==> config.mk <==
export PLATFORM = sky130hd
export DESIGN_NAME = thermistor_adc_to_temperature
export DESIGN_NICKNAME = d
export VERILOG_FILES = /design/src/hw/rtl/tat_pkg.sv /design/src/hw/rtl/tat_seg_find.sv /design/src/hw/rtl/tat_interp_prep.sv /design/src/hw/rtl/tat_div_stage.sv /design/src/hw/rtl/tat_result.sv /design/src/hw/rtl/thermistor_adc_to_temperature.sv
export SDC_FILE = /design/constraint.sdc
export NUM_CORES = 2
export LEC_CHECK = 0
export BUFFER_PORTS_ARGS = -buffer_cell sky130_fd_sc_hd__buf_2
export CAP_MARGIN = 20
export CELL_PAD_IN_SITES_DETAIL_PLACEMENT = 1
export CELL_PAD_IN_SITES_GLOBAL_PLACEMENT = 1
export CORE_MARGIN = 2
export CORE_UTILIZATION = 48
export CTS_CLUSTER_DIAMETER = 50
export DETAILED_ROUTE_END_ITERATION = 8
export PLACE_DENSITY = 0.84
export SYNTH_ARGS = -nofsm -noshare
export SYNTH_HDL_FRONTEND = slang
export SYNTH_SLANG_ARGS = --single-unit
==> constraint.sdc <==
create_clock -name aclk -period 8 [get_ports aclk]
set_input_delay 0.8 -clock aclk [delete_from_list [all_inputs] [get_ports aclk]]
set_output_delay 0.8 -clock aclk [all_outputs]
set_load 0.01 [all_outputs]
==> src/hw/rtl/tat_pkg.sv <==
// ----------------------------------------------------------------------------
// Thermistor conversion package
// Shared widths, resistance table, segment deltas and control types for the
// thermistor ADC to temperature pipeline.
// ----------------------------------------------------------------------------
package tat_pkg;

    localparam int TAT_AD_W      = 12;  // ADC sample
    localparam int TAT_TEMP_W    = 15;  // temperature in 0.01 C, signed
    localparam int TAT_POINTS    = 25;  // table points, 5 C apart
    localparam int TAT_SEGS      = TAT_POINTS - 1;
    localparam int TAT_SEG_W     = 5;
    localparam int TAT_RES_W     = 21;  // table entry, 0.1 ohm
    localparam int TAT_DELTA_W   = 19;  // entry minus next entry
    localparam int TAT_LHS_W     = 29;  // 100000 * ad
    localparam int TAT_PROD_W    = 33;  // entry * d
    localparam int TAT_DEN_W     = 31;  // delta * d
    localparam int TAT_REM_W     = 40;  // divider partial remainder
    localparam int TAT_DSH_W     = TAT_DEN_W + 8;
    localparam int TAT_Q_W       = 9;   // fraction 0..500

    localparam logic [TAT_AD_W-1:0]  TAT_AD_FULL   = 12'd4095;
    localparam logic [16:0]          TAT_R_REF_X10 = 17'd100000;
    localparam logic [8:0]           TAT_T_STEP    = 9'd500;
    localparam logic signed [TAT_TEMP_W-1:0] TAT_T_LOW  = -15'sd2000;
    localparam logic signed [TAT_TEMP_W-1:0] TAT_T_HIGH = 15'sd10000;

    // Thermistor resistance in 0.1 ohm, one point per 5 C from -20 C to 100 C
    localparam logic [TAT_RES_W-1:0] TAT_RES_X10 [TAT_POINTS] = '{
        21'd1146600, 21'd845100, 21'd629270, 21'd470770, 21'd355630,
        21'd271190,  21'd208600, 21'd162040, 21'd126830, 21'd100000,
        21'd79420,   21'd63270,  21'd50740,  21'd41030,  21'd33360,
        21'd27240,   21'd22370,  21'd18460,  21'd15300,  21'd12750,
        21'd10680,   21'd8993,   21'd7607,   21'd6452,   21'd5494
    };

    // Width of each segment in resistance, entry i minus entry i+1
    localparam logic [TAT_DELTA_W-1:0] TAT_DELTA [TAT_SEGS] = '{
        19'd301500, 19'd215830, 19'd158500, 19'd115140, 19'd84440,
        19'd62590,  19'd46560,  19'd35210,  19'd26830,  19'd20580,
        19'd16150,  19'd12530,  19'd9710,   19'd7670,   19'd6120,
        19'd4870,   19'd3910,   19'd3160,   19'd2550,   19'd2070,
        19'd1687,   19'd1386,   19'd1155,   19'd958
    };

    typedef enum logic [1:0] {
        TAT_KIND_SEG  = 2'd0,   // interpolate inside a segment
        TAT_KIND_LOW  = 2'd1,   // clamp to -20 C
        TAT_KIND_HIGH = 2'd2    // clamp to 100 C
    } tat_kind_t;

    typedef struct packed {
        tat_kind_t              kind;
        logic [TAT_SEG_W-1:0]   seg;
    } tat_ctl_t;

endpackage

==> src/hw/rtl/tat_seg_find.sv <==
// ----------------------------------------------------------------------------
// Segment finder
// Compares the sample against per-entry ADC thresholds and registers the
// clamp decision, the segment index and the divider span d = 4095 - ad.
// ----------------------------------------------------------------------------
module tat_seg_find (
    input  logic                            aclk,
    input  logic                            en,
    input  logic [tat_pkg::TAT_AD_W-1:0]    ad_value,
    output tat_pkg::tat_ctl_t               ctl_o,
    output logic [tat_pkg::TAT_AD_W-1:0]    d_o,
    output logic [tat_pkg::TAT_AD_W-1:0]    ad_o
);

    logic [tat_pkg::TAT_POINTS-1:0] le;   // R at or below entry
    logic [tat_pkg::TAT_POINTS-1:0] ge;   // R at or above entry
    tat_pkg::tat_ctl_t              ctl_next;
    tat_pkg::tat_ctl_t              ctl_reg;
    logic [tat_pkg::TAT_AD_W-1:0]   d_reg;
    logic [tat_pkg::TAT_AD_W-1:0]   ad_reg;
    logic                           found;

    // R vs entry T reduces to ad vs 4095*T/(100000+T), floored or ceiled
    for (genvar i = 0; i < tat_pkg::TAT_POINTS; i++) begin : g_thr
        localparam logic [63:0] PROD = 64'(tat_pkg::TAT_AD_FULL)
                                     * 64'(tat_pkg::TAT_RES_X10[i]);
        localparam logic [63:0] SUM  = 64'(tat_pkg::TAT_R_REF_X10)
                                     + 64'(tat_pkg::TAT_RES_X10[i]);
        localparam logic [tat_pkg::TAT_AD_W-1:0] FLR = 12'(PROD / SUM);
        localparam logic [tat_pkg::TAT_AD_W-1:0] CEL = 12'((PROD + SUM - 64'd1) / SUM);
        assign le[i] = (ad_value <= FLR);
        assign ge[i] = (ad_value >= CEL);
    end

    always_comb begin
        ctl_next.kind = tat_pkg::TAT_KIND_SEG;
        ctl_next.seg  = 5'(tat_pkg::TAT_SEGS - 1);
        found         = 1'b0;
        for (int i = 0; i < tat_pkg::TAT_SEGS; i++) begin
            if (!found && le[i] && ge[i+1]) begin
                ctl_next.seg = 5'(i);
                found        = 1'b1;
            end
        end
        priority if (ad_value == tat_pkg::TAT_AD_FULL || ge[0]) begin
            ctl_next.kind = tat_pkg::TAT_KIND_LOW;
        end else if (le[tat_pkg::TAT_POINTS-1]) begin
            ctl_next.kind = tat_pkg::TAT_KIND_HIGH;
        end else begin
            ctl_next.kind = tat_pkg::TAT_KIND_SEG;
        end
    end

    always_ff @(posedge aclk) begin
        if (en) begin
            ctl_reg <= ctl_next;
            d_reg   <= tat_pkg::TAT_AD_FULL - ad_value;
            ad_reg  <= ad_value;
        end
    end

    assign ctl_o = ctl_reg;
    assign d_o   = d_reg;
    assign ad_o  = ad_reg;

endmodule

==> src/hw/rtl/tat_interp_prep.sv <==
// ----------------------------------------------------------------------------
// Interpolation setup
// Three stages: table products, numerator difference, scaling by 500 and
// alignment of the divisor for the bit-serial divider.
// ----------------------------------------------------------------------------
module tat_interp_prep (
    input  logic                            aclk,
    input  logic [2:0]                      en,
    input  tat_pkg::tat_ctl_t               ctl_i,
    input  logic [tat_pkg::TAT_AD_W-1:0]    d_i,
    input  logic [tat_pkg::TAT_AD_W-1:0]    ad_i,
    output tat_pkg::tat_ctl_t               ctl_o,
    output logic [tat_pkg::TAT_REM_W-1:0]   rem_o,
    output logic [tat_pkg::TAT_DSH_W-1:0]   dsh_o
);

    tat_pkg::tat_ctl_t                  ctl2_reg, ctl3_reg, ctl4_reg;
    logic [tat_pkg::TAT_PROD_W-1:0]     prod_reg;
    logic [tat_pkg::TAT_DEN_W-1:0]      den2_reg, den3_reg;
    logic [tat_pkg::TAT_LHS_W-1:0]      lhs_reg;
    logic [tat_pkg::TAT_DEN_W-1:0]      num_reg;
    logic [tat_pkg::TAT_REM_W-1:0]      rem_reg;
    logic [tat_pkg::TAT_DSH_W-1:0]      dsh_reg;
    logic [tat_pkg::TAT_PROD_W-1:0]     prod_next;
    logic [tat_pkg::TAT_DEN_W-1:0]      den_next;
    logic [tat_pkg::TAT_LHS_W-1:0]      lhs_next;
    logic [tat_pkg::TAT_PROD_W-1:0]     diff;
    logic [tat_pkg::TAT_DEN_W-1:0]      num_next;
    logic [tat_pkg::TAT_REM_W-1:0]      rem_next;

    always_comb begin
        prod_next = 33'(tat_pkg::TAT_RES_X10[ctl_i.seg]) * 33'(d_i);
        den_next  = 31'(tat_pkg::TAT_DELTA[ctl_i.seg[4:0] > 5'(tat_pkg::TAT_SEGS - 1)
                        ? 5'(tat_pkg::TAT_SEGS - 1) : ctl_i.seg]) * 31'(d_i);
        lhs_next  = 29'(tat_pkg::TAT_R_REF_X10) * 29'(ad_i);
    end

    // Numerator is never negative inside a segment; floor at zero otherwise
    always_comb begin
        diff     = prod_reg - 33'(lhs_reg);
        num_next = (prod_reg >= 33'(lhs_reg)) ? diff[tat_pkg::TAT_DEN_W-1:0] : '0;
    end

    // 500 = 512 - 8 - 4
    assign rem_next = (40'(num_reg) << 9) - (40'(num_reg) << 3) - (40'(num_reg) << 2);

    always_ff @(posedge aclk) begin
        if (en[0]) begin
            ctl2_reg <= ctl_i;
            prod_reg <= prod_next;
            den2_reg <= den_next;
            lhs_reg  <= lhs_next;
        end
        if (en[1]) begin
            ctl3_reg <= ctl2_reg;
            num_reg  <= num_next;
            den3_reg <= den2_reg;
        end
        if (en[2]) begin
            ctl4_reg <= ctl3_reg;
            rem_reg  <= rem_next;
            dsh_reg  <= {den3_reg, 8'd0};
        end
    end

    assign ctl_o = ctl4_reg;
    assign rem_o = rem_reg;
    assign dsh_o = dsh_reg;

endmodule

==> src/hw/rtl/tat_div_stage.sv <==
// ----------------------------------------------------------------------------
// Divider stage
// One restoring step: subtract the aligned divisor when it fits, shift the
// remainder left and append one quotient bit.
// ----------------------------------------------------------------------------
module tat_div_stage (
    input  logic                            aclk,
    input  logic                            en,
    input  tat_pkg::tat_ctl_t               ctl_i,
    input  logic [tat_pkg::TAT_REM_W-1:0]   rem_i,
    input  logic [tat_pkg::TAT_DSH_W-1:0]   dsh_i,
    input  logic [tat_pkg::TAT_Q_W-1:0]     q_i,
    output tat_pkg::tat_ctl_t               ctl_o,
    output logic [tat_pkg::TAT_REM_W-1:0]   rem_o,
    output logic [tat_pkg::TAT_DSH_W-1:0]   dsh_o,
    output logic [tat_pkg::TAT_Q_W-1:0]     q_o
);

    tat_pkg::tat_ctl_t                  ctl_reg;
    logic [tat_pkg::TAT_REM_W-1:0]      rem_reg, rem_next, rem_sub;
    logic [tat_pkg::TAT_DSH_W-1:0]      dsh_reg;
    logic [tat_pkg::TAT_Q_W-1:0]        q_reg;
    logic                               fits;

    always_comb begin
        fits     = (rem_i >= 40'(dsh_i));
        rem_sub  = fits ? (rem_i - 40'(dsh_i)) : rem_i;
        rem_next = {rem_sub[tat_pkg::TAT_REM_W-2:0], 1'b0};
    end

    always_ff @(posedge aclk) begin
        if (en) begin
            ctl_reg <= ctl_i;
            rem_reg <= rem_next;
            dsh_reg <= dsh_i;
            q_reg   <= {q_i[tat_pkg::TAT_Q_W-2:0], fits};
        end
    end

    assign ctl_o = ctl_reg;
    assign rem_o = rem_reg;
    assign dsh_o = dsh_reg;
    assign q_o   = q_reg;

endmodule

==> src/hw/rtl/tat_result.sv <==
// ----------------------------------------------------------------------------
// Result stage
// Adds the segment base temperature to the fraction, or applies a clamp,
// and holds the result for the output channel.
// ----------------------------------------------------------------------------
module tat_result (
    input  logic                                aclk,
    input  logic                                en,
    input  tat_pkg::tat_ctl_t                   ctl_i,
    input  logic [tat_pkg::TAT_Q_W-1:0]         q_i,
    output logic signed [tat_pkg::TAT_TEMP_W-1:0] temp_o
);

    logic signed [tat_pkg::TAT_TEMP_W-1:0] temp_reg, temp_next, base;

    always_comb begin
        base = tat_pkg::TAT_T_LOW
             + $signed(15'(ctl_i.seg) * 15'(tat_pkg::TAT_T_STEP));
        unique case (ctl_i.kind)
            tat_pkg::TAT_KIND_SEG:  temp_next = base + $signed(15'(q_i));
            tat_pkg::TAT_KIND_LOW:  temp_next = tat_pkg::TAT_T_LOW;
            tat_pkg::TAT_KIND_HIGH: temp_next = tat_pkg::TAT_T_HIGH;
            default:                temp_next = tat_pkg::TAT_T_LOW;
        endcase
    end

    always_ff @(posedge aclk) begin
        if (en) begin
            temp_reg <= temp_next;
        end
    end

    assign temp_o = temp_reg;

endmodule

==> src/hw/rtl/thermistor_adc_to_temperature.sv <==
// ----------------------------------------------------------------------------
// Thermistor ADC to temperature
// Converts a 12-bit thermistor divider sample into degrees C times 100.
//
// Input channel s_valid/s_ready carries s_ad_value, the raw ADC reading.
// Output channel m_valid/m_ready carries m_temperature_centi, a signed
// 15-bit temperature in 0.01 C, clamped to -2000..10000.
// Each accepted item yields exactly one result item, in order.
// Depth: 14 register stages (1 segment search, 3 setup stages, 9 divider
// stages, 1 result).
// Throughput: one item per cycle while s_ready is high; the nine-stage
// bit-serial divider for the interpolation fraction sets the depth, and
// every stage takes a new item.
// Each stage has its own valid bit and takes an item when it is empty or
// its successor moves on, so bubbles collapse and s_ready stays high while
// any stage is empty, even with a result waiting on m_ready.
// When the receiver stalls, items stack up; s_ready drops only once all
// fourteen stages hold an item. Nothing is dropped or repeated.
// Reset (aresetn low, synchronous) empties the pipeline; the payload
// registers are not reset and there is no configuration.
// ----------------------------------------------------------------------------
module thermistor_adc_to_temperature (
    input  logic                                    aclk,
    input  logic                                    aresetn,
    input  logic                                    s_valid,
    output logic                                    s_ready,
    input  logic [tat_pkg::TAT_AD_W-1:0]            s_ad_value,
    output logic                                    m_valid,
    input  logic                                    m_ready,
    output logic signed [tat_pkg::TAT_TEMP_W-1:0]   m_temperature_centi
);

    localparam int NSTAGE  = 14;
    localparam int DIV0    = 4;     // first divider stage
    localparam int NDIV    = tat_pkg::TAT_Q_W;
    localparam int RES_STG = NSTAGE - 1;

    // Stage valid bits and per-stage load enables
    logic [NSTAGE-1:0]  vld_reg;
    logic [NSTAGE-1:0]  vld_next;
    logic [NSTAGE:0]    rdy;

    // Stage payload wiring
    tat_pkg::tat_ctl_t                  seg_ctl;
    logic [tat_pkg::TAT_AD_W-1:0]       seg_d, seg_ad;
    tat_pkg::tat_ctl_t                  div_ctl [NDIV+1];
    logic [tat_pkg::TAT_REM_W-1:0]      div_rem [NDIV+1];
    logic [tat_pkg::TAT_DSH_W-1:0]      div_dsh [NDIV+1];
    logic [tat_pkg::TAT_Q_W-1:0]        div_q   [NDIV+1];

    // A stage loads when it is empty or its contents move on
    always_comb begin
        rdy[NSTAGE] = m_ready;
        for (int k = NSTAGE - 1; k >= 0; k--) begin
            rdy[k] = !vld_reg[k] || rdy[k+1];
        end
    end

    // Advance valid bits with the data
    always_comb begin
        vld_next = vld_reg;
        if (rdy[0]) begin
            vld_next[0] = s_valid;
        end
        for (int k = 1; k < NSTAGE; k++) begin
            if (rdy[k]) begin
                vld_next[k] = vld_reg[k-1];
            end
        end
    end

    always_ff @(posedge aclk) begin
        if (!aresetn) begin
            vld_reg <= '0;
        end else begin
            vld_reg <= vld_next;
        end
    end

    assign s_ready = rdy[0];
    assign m_valid = vld_reg[RES_STG];

    tat_seg_find u_seg_find (
        .aclk     (aclk),
        .en       (rdy[0]),
        .ad_value (s_ad_value),
        .ctl_o    (seg_ctl),
        .d_o      (seg_d),
        .ad_o     (seg_ad)
    );

    tat_interp_prep u_interp_prep (
        .aclk  (aclk),
        .en    (rdy[3:1]),
        .ctl_i (seg_ctl),
        .d_i   (seg_d),
        .ad_i  (seg_ad),
        .ctl_o (div_ctl[0]),
        .rem_o (div_rem[0]),
        .dsh_o (div_dsh[0])
    );

    assign div_q[0] = '0;

    // One quotient bit per stage, most significant first
    for (genvar j = 0; j < NDIV; j++) begin : g_div
        tat_div_stage u_div_stage (
            .aclk  (aclk),
            .en    (rdy[DIV0+j]),
            .ctl_i (div_ctl[j]),
            .rem_i (div_rem[j]),
            .dsh_i (div_dsh[j]),
            .q_i   (div_q[j]),
            .ctl_o (div_ctl[j+1]),
            .rem_o (div_rem[j+1]),
            .dsh_o (div_dsh[j+1]),
            .q_o   (div_q[j+1])
        );
    end

    tat_result u_result (
        .aclk   (aclk),
        .en     (rdy[RES_STG]),
        .ctl_i  (div_ctl[NDIV]),
        .q_i    (div_q[NDIV]),
        .temp_o (m_temperature_centi)
    );

    // Results always fall inside the clamp range
    a_out_range: assert property (@(posedge aclk) disable iff (!aresetn)
        m_valid |-> (m_temperature_centi >= tat_pkg::TAT_T_LOW
                     && m_temperature_centi <= tat_pkg::TAT_T_HIGH))
        else $error("temperature out of clamp range");

    // Full-scale sample is classified as the low clamp
    a_full_scale: assert property (@(posedge aclk) disable iff (!aresetn)
        (s_valid && s_ready && s_ad_value == tat_pkg::TAT_AD_FULL)
        |=> seg_ctl.kind == tat_pkg::TAT_KIND_LOW)
        else $error("full-scale sample not clamped low");

    // Input backpressure only when every stage holds an item
    a_full_stall: assert property (@(posedge aclk) disable iff (!aresetn)
        !s_ready |-> &vld_reg)
        else $error("input stalled with an empty stage");

    // Interpolation fraction never exceeds one step
    a_frac_max: assert property (@(posedge aclk) disable iff (!aresetn)
        (vld_reg[RES_STG-1] && div_ctl[NDIV].kind == tat_pkg::TAT_KIND_SEG)
        |-> div_q[NDIV] <= tat_pkg::TAT_T_STEP)
        else $error("interpolation fraction above one step");

endmodule

* Yosys cells after proc, flatten, opt, wreduce, memory -nomap -nowiden
Memory sizes are Yosys's and may differ from the RTL's.
Index checks and enable logic that the tools add are counted.
** Operators by class
- Add/sub/neg operators :: 14
- Multiply operators :: 4
- Magnitude comparators :: 63
- Equality and inequality tests :: 2
- Muxes and demuxes :: 61
- Bitwise logic cells :: 2
- Reductions and logical operators :: 103
** Operators with widths (number)
- $ge 40x39->1 :: 9
- $mux 39 :: 8
- $sub 39x39->39 :: 8
- $ge 12x12->1 const B :: 10
- $le 12x12->1 const B :: 9
- $mux 5 :: 17
- $le 12x11->1 const B :: 6
- $ge 12x11->1 const B :: 5
- $ge 12x10->1 const B :: 4
- $ge 12x9->1 const B :: 4
- $le 12x10->1 const B :: 4
- $le 12x9->1 const B :: 4
- $logic_and 1x1->1 :: 47
- $mux 21 :: 2
- $sub 40x33->40 :: 1
- $sub 40x34->40 :: 1
- $mux 19 :: 2
- $logic_not 1->1 :: 37
- $ge 33x29->1 :: 1
- $mul 21x12->33 :: 1
- $mul 19x12->31 :: 1
- $sub 31x29->31 :: 1
- $pmux 15 s2 :: 1
- $ge 12x8->1 const B :: 2
- other kinds (19) :: 64
** Word-level totals
- Bits in registers :: 970
- Memory bits (read-only) :: 1280
- Input port bits :: 16
- Output and inout port bits :: 17
- Word-level logic and storage cells :: 336
- Memories kept :: 2
** Memory list
- (name not given) :: words 32, bits a word 21, rd ports 1, clocked after memory_dff 0, write ports 0, RTL line tat_interp_prep.sv:32 : prod_next = 33'(tat_pkg::TAT_RES_X10[ctl_i.seg]) * 33'(d_i);
- (name not given) :: words 32, bits a word 19, rd ports 1, clocked after memory_dff 0, write ports 0, RTL line tat_interp_prep.sv:33 : den_next = 31'(tat_pkg::TAT_DELTA[ctl_i.seg[4:0] > 5'(tat_pkg::TAT_SEGS - 1)

* Logic depth before layout (Yosys ltp)
- Depth in word-level cells :: 95
- Gate-level depth with buffers :: 34
- Mapped depth without buffers :: 33

* Modules after synthesis
A second synthesis with hierarchy kept.
** Second synthesis, totals
- Cells, all modules :: 8363
- Area total of the unflattened synthesis :: 86111.3 um^2
** Modules (own cells, without submodules)
- tat_interp_prep :: instances 1, cells an instance 3058, area each 29896.2 um^2, seq. area each 7206.9 um^2
- tat_div_stage at g_div[0].u_div_stage ... :: instances 5, cells an instance 557, area each 5694.2 um^2, seq. area each 2822.7 um^2
- tat_div_stage at g_div[4].u_div_stage ... :: instances 3, cells an instance 509, area each 5734.2 um^2, seq. area each 2822.7 um^2
- tat_div_stage at g_div[7].u_div_stage :: instances 1, cells an instance 524, area each 5935.7 um^2, seq. area each 2822.7 um^2
- tat_seg_find :: instances 1, cells an instance 205, area each 2052.0 um^2, seq. area each 930.9 um^2
- tat_result :: instances 1, cells an instance 193, area each 1935.6 um^2, seq. area each 450.4 um^2
- thermistor_adc_to_temperature :: instances 1, cells an instance 71, area each 618.1 um^2, seq. area each 280.3 um^2

* Worst setup path before layout
Ideal clock, no wire load.
- Path kind :: flip-flop to flip-flop
- Start :: reg u_seg_find.ctl_reg, in the netlist u_seg_find.ctl_o[0]
- End :: reg u_interp_prep.den2_reg[30] in the netlist's numbering (data pin)
- Library setup time :: 0.266 ns
- Arrival :: 7.509 ns
- Data required time :: 7.734 ns
- Slack :: 0.224 ns
- Cell stages (with the launch flop) :: 33
- Path buffers :: 2
- Clock period less this slack :: 7.776 ns
- Cells stage by stage :: edfxtp_1 ha_1 nand2_1 nand3_1 a21oi_1 or2_2 inv_1 ha_1 clkbuf_1 a21oi_1 nand2_1 o21ai_0 o21ai_0 clkbuf_1 nand2_1 fa_1 inv_1 fa_1 fa_1 inv_1 fa_1 inv_1 fa_1 ha_1 a21oi_1 nor2_1 o311ai_0 o21ai_0 a2111oi_0 nor3_1 o31ai_1 mux2i_1 nand4_1
** On the way
- Word-level cells in the longest chain between the ends :: 7
** Ends and longest elaborated chain
- start, declared :: RTL line tat_seg_find.sv:18 : tat_pkg::tat_ctl_t ctl_reg;
- start signal, assigned :: RTL line tat_seg_find.sv:56 : ctl_reg <= ctl_next;
- $gt 5x5->1 :: RTL line tat_interp_prep.sv:33
- $mux 5 * :: RTL line tat_interp_prep.sv:34 : ? 5'(tat_pkg::TAT_SEGS - 1) : ctl_i.seg]) * 31'(d_i);
- $not 5->6 * :: RTL line tat_interp_prep.sv:34
- $mem_v2 32x19 *
- $mux 19 * (2 in series) :: RTL line tat_interp_prep.sv:34
- $mul 19x12->31 * :: RTL line tat_interp_prep.sv:34
- named net u_interp_prep.den_next (one bit) :: RTL line tat_interp_prep.sv:25 : logic [tat_pkg::TAT_DEN_W-1:0] den_next;
- end signal, assigned :: RTL line tat_interp_prep.sv:51 : den2_reg <= den_next;
- end, declared :: RTL line tat_interp_prep.sv:19 : logic [tat_pkg::TAT_DEN_W-1:0] den2_reg, den3_reg;
Mark *: on every way through the listed nets, which the timed path passes. The rest lies on a longest branch. The select of a mux whose other input is x is not followed.
A chain may end at the register's enable or synchronous reset.

* Final worst setup path
- Start :: reg u_seg_find.ctl_reg, in the netlist u_seg_find.ctl_o[2]
- End :: reg u_interp_prep.prod_reg[32] in the netlist's numbering (data pin)
** On the way
- Word-level cells in the longest chain between the ends :: 5
** Ends and longest elaborated chain
- $not 5->6 (implied by the code) :: RTL line tat_interp_prep.sv:32
- $mem_v2 32x21
- $mux 21 (implied by the code) (2 in series) :: RTL line tat_interp_prep.sv:32
- $mul 21x12->33 :: RTL line tat_interp_prep.sv:32
- named net u_interp_prep.prod_next (one bit) :: RTL line tat_interp_prep.sv:24 : logic [tat_pkg::TAT_PROD_W-1:0] prod_next;
- end signal, assigned :: RTL line tat_interp_prep.sv:50 : prod_reg <= prod_next;
- end, declared :: RTL line tat_interp_prep.sv:18 : logic [tat_pkg::TAT_PROD_W-1:0] prod_reg;
The timed path passes the listed nets, and every way through them passes these cells. The select of a mux whose other input is x is not followed.

==> reports/results.ini <==
[run_status]
status = completed

[yosys]
seq_area_frac_synth_pct = 40.28
synth_top_cells_by_area = edfxtp_1 (40%), fa_1 (13%), ha_1 (11%), inv_1 (5.0%), nand2_1 (3.6%)
synth_edf_count = 911
netlist.area_leader.share_pct = 39.87
synth_fp_nets = 7567
synth_area_per_cell_sq_um = 10.56
yosys_warnings = 0
synth_flop_cell = edfxtp_1
synth_cells = 6499
synth_area_sq_mm = 0.06861
ys_ff_latch = 925
async_flop_share_pct = 0
yosys.area.top_type = edfxtp_1
yosysUniqueCellTypes = 89

[sta]
rsz0062_at_grt = yes
fmax_ghz = 0.1299
tightest_slew_ns = 1.097
fin_crit_ns = 7.701
hold_viol_final = 0
drv_slew = 0
skew_ns = 0.04943
setup_viol = 0
fin_crit_sh_pct = 96.26
relSlewSlack_pct = 25.94

[place]
portBuffers = 32
hpwl_mm = 146.6
globalplace.congestion = 0.9564
dpl_cell_area_sq_mm = 0.07138

[worst_hold_path]
worstHoldPathType = in2reg
holdPathStages = 3
min_to = vld_reg[0]
hp-start = s_valid

[clock_tree]
clk_path_buf_depth = 3
cts_sinks = 925
insertion_delay_ns = 0.74
cts_made_buffers = 111
cts_root_buffer = clkbuf_16
hold_buffers = 0
clkTransAtPathRegs_ns = 0.06
cts_tree = done
htree_num_levels = 3

[setup_path]
rr_endpoint = u_interp_prep.prod_reg[32]
cp.arrival_ns = 8.16
cp_common_cell = fa_1
regToRegSetupSlack_ns = 0.30
cp_slowest_cell = fa_1
cp.required_ns = 8.46
cpLargestDelayFamily = adder cells
cp_max_fo = 23
endpoint_kind = flip-flop
cp-start-kind = flip-flop
r2r_start = u_seg_find.ctl_o[2]
criticalPathCategory = reg2reg
critPathBufInv = 6
max_stage_delay_ns = 0.58
r2r_cells = 26

[die]
dieArea_sq_mm = 0.1460
ios = 33
dieHeight_microns = 382.1
row_count = 138
core_sq_mm = 0.1418
die_x_microns = 382.1
start_util_pct = 48.40

[grt]
overflow = 0
grtUsageMet3_pct = 3.262
use_met1_pct = 26.66
grt_pass1_vias = 55030
antenna_found_initial = 5
grt_use_met2_pct = 49.03
grt.total_usage_pct = 25.82
grt_pass1_wl_mm = 299.0
busiest_layer = met2
grt_max_degree = 77

[drt]
drtAntennaViolNets = 0
drtIter0Drc = 2640
wl_per_cell_microns = 22.01
vias = 49100
dr.pass1.iters = 6
drc = 0
vias_per_cell = 5.726
routed_wl_mm = 188.8

[final_layout]
nNetsFinal = 7657
design_area_sq_mm = 0.07520
drive_above_1_share_pct = 7.751
areaGrowthSynthToFinish_pct = 9.618
largest_reg_flops = 269

[job]
maxCapViolCount = 0

what timing repair did:
| item | CTS | global route |
|---|---|---|
| pin swaps | 1 | 3 |
| buffers inserted | 0 | 3 |
| cloned | 0 | 0 |
| gates resized for setup | 7 | 24 |
| endpoints found under the setup margin | 3 | 10 |
area by class of cell:
cell class | count | area, sq um
Tap cell | 1890 | 2365
Inverter | 926 | 3477
Timing Repair Buffer | 155 | 1081
Antenna cell | 2 | 5.005
Fill cell | 15310 | 66550
Sequential cell | 925 | 27640
Clock inverter | 72 | 779.5
Multi-Input combinational cell | 4470 | 36950
Clock buffer | 135 | 2909
worst register-to-register path, delay by kind of cell, from the launching register on:
| family | cells | cell delay [ns] |
|---|---|---|
| and+or+nand+nor | 3 | 0.47 |
| adders and majority gates | 7 | 3.19 |
| AOI/OAI and AO/OA | 9 | 2.17 |
| buffers and inverters | 6 | 1.15 |
| DFF | 1 | 0.39 |
| xor gates and xnor gates | 1 | 0.10 |
synthesized netlist by cell type (12+ instances only):
cell type    n
inv_1      921
edfxtp_1   911
nand2_1    659
ha_1       620
fa_1       432
a21oi_1    392
nor2_1     346
o21ai_0    298
xnor2_1    204
clkbuf_1   151
a21o_1     146
and2_1     134
xor2_1     117
nor3_1      90
o21a_1      84
nand3_1     80
mux2_2      70
nor2b_1     66
and3_1      64
nand2b_1    61
a31oi_1     50
nand4_1     46
a211oi_1    39
nor4_1      35
o21bai_1    33
o31ai_1     32
mux2_4      27
or2_2       24
or3_1       24
a21boi_0    21
o211ai_1    18
mux2i_1     17
dfxtp_1     14
a31o_2      13
and4_1      13
o22ai_1     13
a2111oi_0   12
a211o_1     12
buf_2       12
nand4b_1    12
o31a_1      12
stage by stage:
stage | util (%) | setup TNS [ns] | hold slack (ns) | instances | setup WS, ns
5_1_grt | 53.05 | -0.06318 | 0.3512 | 8574 | -0.04659
4_1_cts | 52.97 | 0 | 0.2991 | 8569 | 0.05276
3_3_place_gp | 50.36 | 0 | 0.4002 | 8362 | 0.004143
2_1_floorplan | - | 0 | 0.4003 | 6499 | 0.2245
3_5_place_dp | 50.36 | -0.1579 | 0.4052 | 8362 | -0.1340
6_report | 53.05 | 0 | 0.3448 | 8575 | 0.2994
layout by cell type (no fill, tap or decap), types with 27 or more instances in the layout:
master and count:
a31oi_1 49, nor2_1 345, fa_1 432, xnor2_1 204
nand2b_1 61, a21oi_1 387, nand2_1 655, xor2_1 117
mux2_4 27, nor2b_1 66, a21o_1 146, o21a_1 84
o21bai_1 33, o21ai_0 289, a211oi_1 37, ha_1 618
edfxtp_1 911, nand3_1 80, nor4_1 33, buf_2 32
nor3_1 89, and2_1 134, and3_1 64, o31ai_1 31
buf_4 122, mux2_2 70, clkbuf_16 112, nand4_1 46
inv_1 914
how the worst max path moves through the flow:
| stage | start | to | slack (ns) | cells past startpoint |
|---|---|---|---|---|
| 3_5_place_dp | u_seg_find.ctl_o[1] | u_interp_prep.den2_reg[30] | -0.13 | 31 |
| 2_1_floorplan | u_seg_find.ctl_o[0] | u_interp_prep.den2_reg[30] | 0.22 | 32 |
| 4_1_cts | u_seg_find.ctl_o[0] | u_interp_prep.den2_reg[30] | 0.05 | 29 |
| 5_1_grt | u_seg_find.ctl_o[1] | u_interp_prep.den2_reg[30] | -0.05 | 35 |
| 3_3_place_gp | u_seg_find.ctl_o[3] | u_interp_prep.den2_reg[30] | 0.004 | 26 |
| 6_report | u_seg_find.ctl_o[2] | u_interp_prep.prod_reg[32] | 0.30 | 26 |
metal layers:
metal / vias to the layer above / wire (microns)
li1: 22660 / -
met1: 24770 / 68470
met2: 1110 / 101000
met3: 558 / 6041
met4: 2 / 13230
met5: - / 9
cells by family after synthesis:
family / count (synthesis) / share of synthesized area [%]
flops: 925 / 40.28
fa+ha+maj: 1052 / 23.91
simple gates: 1688 / 11.59
buf+inv: 1104 / 6.128
mux: 114 / 1.988
xor+xnor: 321 / 4.098
compound gates: 1295 / 12.00
Power is left out: the tool's default activity adds up to more than one toggle a clock period on the data nets, which glitch-free logic cannot reach.
